--- src/fnvm_pkg.sv ---
// Shared constants, types and the lane mixing function of the multilane FNV byte digest.
package fnvm_pkg;

	// Fixed lane geometry and field widths.
	localparam int LANE_SLOTS   = 8;
	localparam int LANE_DEFAULT = 8;
	localparam int LANE_W       = 3;
	localparam int WORD_W       = 32;
	localparam int BYTE_W       = 8;

	// Mixing constants.
	localparam logic [9:0]        LANE_STRIDE = 10'h03D;
	localparam logic [WORD_W-1:0] FNV_PRIME   = 32'h0100_0193;
	localparam logic [4:0]        BASE_SHIFT  = 5'd13;

	// Per-lane starting values, lane 0 first.
	localparam logic [WORD_W-1:0] LANE_SEED [LANE_SLOTS] = '{
		32'h811c_9dc5, 32'h9e37_79b9, 32'h85eb_ca6b, 32'hc2b2_ae35,
		32'h27d4_eb2f, 32'h1656_67b1, 32'hd3a2_646c, 32'hfd70_46c5
	};

	// Control handed from the input stage to the lane bank.
	typedef struct packed {
		logic              go;
		logic              last;
		logic [BYTE_W-1:0] data;
	} fnvm_step_t;

	// One byte step of one lane: xor in the offset byte, multiply, fold down.
	function automatic logic [WORD_W-1:0] mix_lane(
		input logic [WORD_W-1:0] h,
		input logic [BYTE_W-1:0] b,
		input logic [LANE_W-1:0] lane
	);
		logic [9:0]        addend;
		logic [WORD_W-1:0] x;
		logic [4:0]        sh;
		addend = {2'b00, b} + ({7'b0, lane} * LANE_STRIDE);
		x      = h ^ {22'b0, addend};
		x      = x * FNV_PRIME;
		sh     = BASE_SHIFT + {3'b000, lane[1:0]};
		x      = x ^ (x >> sh);
		return x;
	endfunction

endpackage

--- src/fnvm_lane_bank.sv ---
// Bank of hash lanes: holds the running lane values and mixes one byte into all of them.
module fnvm_lane_bank #(
	parameter int LANE_COUNT = fnvm_pkg::LANE_DEFAULT
) (
	input  logic                   clk,
	input  logic                   arst_n,
	input  fnvm_pkg::fnvm_step_t   step,
	output logic [LANE_COUNT-1:0][fnvm_pkg::WORD_W-1:0] mixed
);

	logic [fnvm_pkg::WORD_W-1:0] hash_q [LANE_COUNT];

	// Every lane mixes the current byte in parallel.
	always_comb begin
		for (int n = 0; n < LANE_COUNT; n++) begin
			mixed[n] = fnvm_pkg::mix_lane(hash_q[n], step.data,
				fnvm_pkg::LANE_W'(n));
		end
	end

	// Keep the mixed values, or reload the seeds once a message ends.
	always_ff @(posedge clk or negedge arst_n) begin
		if (!arst_n) begin
			for (int n = 0; n < LANE_COUNT; n++) begin
				hash_q[n] <= fnvm_pkg::LANE_SEED[n];
			end
		end else if (step.go) begin
			for (int n = 0; n < LANE_COUNT; n++) begin
				hash_q[n] <= step.last ? fnvm_pkg::LANE_SEED[n] : mixed[n];
			end
		end
	end

endmodule

--- src/multilane_fnv_byte_digest_top.sv ---
// Multilane FNV byte digest: byte stream in, one digest word per lane out.
// Rates: one byte per cycle unless stalled, one lane word per cycle while m_tready.
// The final byte passes the input register; its snapshot load raises m_tvalid.
// A message end stalls in the input register while the previous digest is still draining.
// Reset: every lane holds its seed, the input register and the digest buffer are empty.
module multilane_fnv_byte_digest_top #(
	parameter int LANE_COUNT = fnvm_pkg::LANE_DEFAULT
) (
	input  logic        clk,
	input  logic        arst_n,
	input  logic        s_tvalid,
	output logic        s_tready,
	input  logic [7:0]  s_tdata,   // [7:0] data_byte
	input  logic        s_tlast,   // end_of_message
	output logic        m_tvalid,
	input  logic        m_tready,
	output logic [31:0] m_tdata,   // [31:0] digest_word
	output logic [2:0]  m_tuser,   // [2:0] lane_number
	output logic        m_tlast    // final_word
);

	localparam logic [fnvm_pkg::LANE_W-1:0] LAST_LANE = fnvm_pkg::LANE_W'(LANE_COUNT - 1);

	logic                       valid_s1;
	logic [fnvm_pkg::BYTE_W-1:0] byte_s1;
	logic                       last_s1;
	logic                       busy_q;
	logic [fnvm_pkg::LANE_W-1:0] lane_q;
	logic [fnvm_pkg::WORD_W-1:0] obuf_q [LANE_COUNT];
	logic                       out_xfer;
	logic                       obuf_free;
	logic                       step_go;
	logic                       load;
	fnvm_pkg::fnvm_step_t       step;
	logic [LANE_COUNT-1:0][fnvm_pkg::WORD_W-1:0] mixed;

	// Handshake control: a final byte waits until the digest buffer can take the snapshot.
	assign out_xfer  = m_tvalid && m_tready;
	assign obuf_free = !busy_q || (out_xfer && m_tlast);
	assign step_go   = valid_s1 && (!last_s1 || obuf_free);
	assign load      = step_go && last_s1;
	assign s_tready  = !valid_s1 || step_go;

	// Input register.
	always_ff @(posedge clk or negedge arst_n) begin
		if (!arst_n) begin
			valid_s1 <= 1'b0;
		end else if (s_tready) begin
			valid_s1 <= s_tvalid;
		end
	end

	always_ff @(posedge clk) begin
		if (s_tvalid && s_tready) begin
			byte_s1 <= s_tdata;
			last_s1 <= s_tlast;
		end
	end

	assign step.go   = step_go;
	assign step.last = last_s1;
	assign step.data = byte_s1;

	fnvm_lane_bank #(
		.LANE_COUNT(LANE_COUNT)
	) u_lane_bank (
		.clk   (clk),
		.arst_n(arst_n),
		.step  (step),
		.mixed (mixed)
	);

	// Digest buffer: snapshot of all lanes, shifted down one word per transfer.
	always_ff @(posedge clk) begin
		if (load) begin
			for (int n = 0; n < LANE_COUNT; n++) begin
				obuf_q[n] <= mixed[n];
			end
		end else if (out_xfer) begin
			for (int n = 0; n < LANE_COUNT - 1; n++) begin
				obuf_q[n] <= obuf_q[n+1];
			end
		end
	end

	// Output word counter and valid flag.
	always_ff @(posedge clk or negedge arst_n) begin
		if (!arst_n) begin
			busy_q <= 1'b0;
			lane_q <= '0;
		end else if (load) begin
			busy_q <= 1'b1;
			lane_q <= '0;
		end else if (out_xfer) begin
			if (m_tlast) begin
				busy_q <= 1'b0;
			end else begin
				lane_q <= lane_q + 1'b1;
			end
		end
	end

	assign m_tvalid = busy_q;
	assign m_tdata  = obuf_q[0];
	assign m_tuser  = lane_q;
	assign m_tlast  = busy_q && (lane_q == LAST_LANE);

	// A snapshot always starts a fresh digest at lane 0.
	a_load_starts: assert property (@(posedge clk) disable iff (!arst_n)
		load |=> (m_tvalid && m_tuser == '0))
		else $error("digest did not start at lane 0 after snapshot");

	// The input side only stalls behind a message end.
	a_stall_cause: assert property (@(posedge clk) disable iff (!arst_n)
		!s_tready |-> (valid_s1 && last_s1 && busy_q))
		else $error("input stalled without a pending message end");

	// The last lane word ends the digest unless a new snapshot replaces it.
	a_drain_end: assert property (@(posedge clk) disable iff (!arst_n)
		(out_xfer && m_tlast && !load) |=> !m_tvalid)
		else $error("output still valid after final digest word");

	// Lane number never runs past the configured lane count.
	a_lane_range: assert property (@(posedge clk) disable iff (!arst_n)
		m_tvalid |-> (m_tuser <= LAST_LANE))
		else $error("lane number out of range");

endmodule

--- config.mk ---
export PLATFORM = sky130hd
export DESIGN_NAME = multilane_fnv_byte_digest_top
export DESIGN_NICKNAME = d
export VERILOG_FILES = /design/src/fnvm_pkg.sv /design/src/fnvm_lane_bank.sv /design/src/multilane_fnv_byte_digest_top.sv
export SDC_FILE = /design/constraint.sdc
export NUM_CORES = 2
export LEC_CHECK = 0
export ABC_AREA = 1
export BUFFER_PORTS_ARGS = -buffer_cell sky130_fd_sc_hd__buf_2
export CORE_MARGIN = 4
export CORE_UTILIZATION = 60
export DETAILED_ROUTE_END_ITERATION = 10
export PLACE_DENSITY_LB_ADDON = 0.05
export SLEW_MARGIN = 20
export SYNTH_ARGS = -nofsm -noshare
export SYNTH_HDL_FRONTEND = slang
export SYNTH_SLANG_ARGS = --single-unit
export TNS_END_PERCENT = 100
--- constraint.sdc ---
create_clock -name clk -period 8 [get_ports clk]
set_input_delay 0.8 -clock clk [delete_from_list [all_inputs] [get_ports clk]]
set_output_delay 0.8 -clock clk [all_outputs]
set_load 0.01 [all_outputs]
### After elaboration in Yosys (flattened, before gate mapping)

Memory sizes are Yosys's and may differ from the RTL's.
Index checks and enable logic that the tools add are counted.

| operators by class | value |
|---|---|
| eq/ne operators | 2 |
| bitwise gates (word level) | 23 |
| $mul | 8 |
| multiplexer cells | 26 |
| add/sub/neg operators | 8 |
| reductions and logical operators | 16 |

Operator list:

| kind | number |
|---|---|
| $mux 32 | 15 |
| $mul 32x25->32 const B | 8 |
| $xor 32x10->32 | 7 |
| $xor 32x16->32 | 2 |
| $xor 32x17->32 | 2 |
| $xor 32x18->32 | 2 |
| $xor 32x19->32 | 2 |
| $xor 32x8->32 | 1 |
| $add 8x9->10 const B | 3 |
| $add 8x8->9 const B | 2 |
| $add 8x6->9 const B | 1 |
| $add 8x7->9 const B | 1 |
| $mux 3 | 3 |
| $mux 1 | 8 |
| $or 1x1->1 | 7 |
| $logic_and 1x1->1 | 6 |
| $reduce_and 2->1 | 2 |
| $reduce_bool 2->1 | 2 |
| $add 3x1->3 const B | 1 |
| $eq 3x3->1 const B | 1 |
| $logic_not 1->1 | 3 |
| $logic_or 1x1->1 | 3 |
| $ne 2x1->1 const B | 1 |

| word-level totals | value |
|---|---|
| flip-flop bits (word level) | 270 |
| RAM bits | 256 |
| word-level logic and storage cells | 97 |
| output and inout port bits | 38 |
| memories | 1 |

Memories:

| memory | depth | bits a word | rd ports | clocked after memory_dff | wr ports | RTL line | RTL |
|---|---|---|---|---|---|---|---|
| obuf_q | 8 | 32 | 8 | 0 | 8 | multilane_fnv_byte_digest_top.sv:29 | `logic [fnvm_pkg::WORD_W-1:0] obuf_q [LANE_COUNT];` |

### Logic depth before layout (Yosys ltp)

| logic depth | value |
|---|---|
| word-level depth | 10 |
| depth in mapped cells | 38 |

### Hierarchy

Synthesis repeated with hierarchy kept, for this count alone.

| second synthesis, totals | value |
|---|---|
| cells, all modules | 8673 |
| area total of the unflattened synthesis | 73351.6 µm² |

By module, submodules not included:

| module | cells each | times used | seq. area each (µm²) | area each (µm²) |
|---|---|---|---|---|
| fnvm_lane_bank | 7596 | 1 | 6575.1 | 61637.9 |
| multilane_fnv_byte_digest_top | 1077 | 1 | 8082.8 | 11713.7 |

### Worst setup path before layout

No wires, ideal clock.

| path | value |
|---|---|
| path kind | register to register |
| start point | reg lane_q (netlist bit m_tuser[0]) |
| end point | mem obuf_q[0][0] (netlist name) (enable) |
| path buffers | 2 |
| slack | 797 ps |
| arrival | 5454 ps |
| stages on the path, launching flop included | 11 |
| setup time | 1749 ps |
| data required time | 6251 ps |
| path through | dfrtp_1 -> ha_1 -> ha_1 -> inv_1 -> o21ai_1 -> o21ai_1 -> inv_1 -> nand2_1 -> buf_2 -> clkbuf_1 -> nand2_1 |

RTL lines:

| element | RTL line | RTL |
|---|---|---|
| start: declaration | multilane_fnv_byte_digest_top.sv:28 | `logic [fnvm_pkg::LANE_W-1:0] lane_q;` |
| start signal: assignment | multilane_fnv_byte_digest_top.sv:98 | `lane_q <= lane_q + 1'b1;` |
| end: declaration | multilane_fnv_byte_digest_top.sv:29 |  |

==> impl_metrics.csv <==
group,metric,value,unit
run_status,run_status,"finished, final reports clean",
timing,rsz0062_at_grt,"false",
layout,final_net_count,10970,
timing,fin_ws,469.5,ps
die,start_util,60.70,%
logic_synthesis,yosys_warnings,0,
worst_setup_path,cp_data_arrival_time,7930,ps
logic_synthesis,syn_area_per_cell,8.289,sq um
drt,viasPerCell,5.712,
clock_tree,htreeDepth,3,
global_route,antenna_found_initial,9,
die,die_x,357.3,microns
clock_tree,root_buffer,"clkbuf_16",
clock_tree,clk_latency,670,ps
clock_tree,cts_buffer_depth,3,
drt,wl_per_cell,22.38,microns
job,max-cap-violations,0,
logic_synthesis,ys_ff_latch,526,
timing,timing.setup.tns,0,ps
clock_tree,post-cts-setup-buffers,0,
timing,final-hold-violation-count,0,
timing,relSlewSlack,25.60,%
clock_tree,cts_resized,0,
timing,skew,31.11,ps
placed_design,pre_cts_slack,641.2,ps
clock_tree,cts_inserted_buffers,66,
timing,final-setup-viol-count,0,
clock_tree,cts_tree,"yes",
logic_synthesis,postSynth.asyncResetShare,49.62,%
logic_synthesis,ys.flop_type,"edfxtp_1",
placed_design,io_buffers,50,
logic_synthesis,ys_types,49,
timing,timing.final.crit_share,94.13,%
min_path,hp-class,"input pin to async pin",
worst_setup_path,cp_max_fo,11,
timing,worst_slew_pin_slew,1112,ps
drt,drc,0,
global_route,grt.overflow.total,0,
die,core_area,0.1206,sq mm
logic_synthesis,synth_top_area_share,25.48,%
drt,ant_nets,0,
placed_design,hpwl,195800,microns
drt,vias,60250,
logic_synthesis,synthMostInstantiatedCell,"inv_1",
worst_setup_path,r2r_slack,470,ps
clock_tree,cts_sinks,526,
placed_design,gp_congestion,1.011,
global_route,grt_use_total,37.27,%
die,die_h,357.3,microns
logic_synthesis,syn_nets,10930,
worst_setup_path,crit_type,"flip-flop to flip-flop",
worst_setup_path,cp-start-kind,"flip-flop",
layout,drive_gt1_share,4.692,%
global_route,grt_pass1_wl,361600,microns
timing,slew_violations,0,
logic_synthesis,synth_edf_count,265,
clock_tree,clkSlewWorstSetupHoldPaths,60,ps
global_route,grt_max_degree,136,
die,ios,51,
logic_synthesis,yosys.area.top_type,"ha_1",
die,die_area,0.1277,sq mm
timing,min_period,7531,ps
global_route,grt_pass1_vias,61050,
drt,drtPass1Iterations,6,
worst_setup_path,end_kind,"flip-flop",
drt,drt_iter0_drc,5203,
worst_setup_path,crit_required,8400,ps
die,core.rowCount,127,
logic_synthesis,synth_area,0.07320,sq mm
drt,drt-total-wl,236000,microns
timing,fmax,0.1328,GHz
logic_synthesis,netlist_top_cells_area,"ha_1, fa_1, edfxtp_1, inv_1, nand2_1",
logic_synthesis,syn-instance-count,8831,
clock_tree,postCtsHoldBufs,0,
layout,syn2layout_area_growth,6.006,%
logic_synthesis,synthTopCellsByCount,"inv_1, nand2_1, ha_1",
logic_synthesis,ys_seq_area_share,20.02,%
[layout make-up]
class / instances / area, sq um
antenna: 6 / 15.01
clock inverter: 42 / 442.9
sequential: 526 / 14660
timing repair buffer: 124 / 890.9
multi-input combinational: 6130 / 50220
tap: 1612 / 2017
clock buffer: 80 / 1735
fill: 10490 / 43010
inverter: 2028 / 7624
[final timing paths]
check                                         from                      end  cells after the start
max                                     byte_s1[2]            obuf_q[0][99]                     25
min                                         arst_n   u_lane_bank.hash_q[50]                      1
max reg2reg                             byte_s1[2]            obuf_q[0][99]                     25
min reg2reg                u_lane_bank.hash_q[225]  u_lane_bank.hash_q[225]                      2
max in group asynchronous                   arst_n  u_lane_bank.hash_q[241]                      2
min in group clk                           s_tlast                  last_s1                      1
[layout by cell type (no fill, tap or decap), types with 19 or more instances in the layout]
cell type	count
a21o_1	35
a21oi_1	291
a31oi_1	64
buf_2	49
buf_4	68
clkbuf_16	67
dfrtp_1	126
dfstp_2	135
edfxtp_1	265
fa_1	592
ha_1	1491
inv_1	2019
nand2_1	1679
nand3_1	490
nand3b_1	65
nand4_1	72
nor2_1	435
nor3_1	48
o21a_1	19
o21ai_0	333
o21bai_1	25
o22ai_1	41
or2_2	36
xnor2_1	127
xor2_1	196
[logic make-up after synthesis]
| logic type | after synthesis | share of synthesized area [%] |
|---|---|---|
| AND/OR/NAND/NOR | 2860 | 16.41 |
| buffers and inverters | 2175 | 11.43 |
| adder cells (fa/ha/maj) | 2083 | 41.67 |
| AO/OA/AOI/OAI | 862 | 6.536 |
| flip-flops | 526 | 20.02 |
| XOR/XNOR | 325 | 3.926 |
[flip-flops by register name, summed over array words and instances, names as in the netlist]
| register | flops |
|---|---|
| m_tvalid | 1 |
| valid_s1 | 1 |
| u_lane_bank.hash_q | 256 |
| m_tuser | 3 |
| last_s1 | 1 |
| byte_s1 | 8 |
| obuf_q | 256 |
[per-stage QoR]
step	area [sq um]	hold WS (ps)	instances	util, %
finish	77600	83.56	10550	64.34
floorplan	73200	449.1	8831	-
CTS	77580	111.8	10540	64.33
detailed placement	75410	486.2	10420	62.52
global route	77580	119.7	10540	64.33
global placement	75410	482.0	10420	62.52
[critical path, stage by stage, from the launching register on]
cell,delay [ps]
edfxtp_1,660
inv_1,270
ha_1,290
a31oi_1,260
xor2_1,200
xor2_1,300
inv_1,170
ha_1,320
ha_1,310
fa_1,440
ha_1,250
fa_1,440
ha_1,310
inv_1,50
fa_1,470
inv_1,40
ha_1,310
inv_1,90
o21ai_0,200
a21oi_1,260
nand3_1,240
a21oi_1,220
xor2_1,750
xnor2_1,220
nand2_1,100
nand2_1,100
[routing by layer]
| metal | wire length, microns | GRT usage, % | up-vias |
|---|---|---|---|
| met3 | 15510 | 4.992 | 593 |
| met1 | 97760 | 48.75 | 29320 |
| met2 | 108200 | 61.04 | 2142 |
| met5 | 0 | 0 | - |
| li1 | - | - | 28190 |
| met4 | 14510 | 18.55 | 0 |
Power is not shown: default switching activity piles up to over one toggle a cycle in this logic, so the estimate is an artifact.
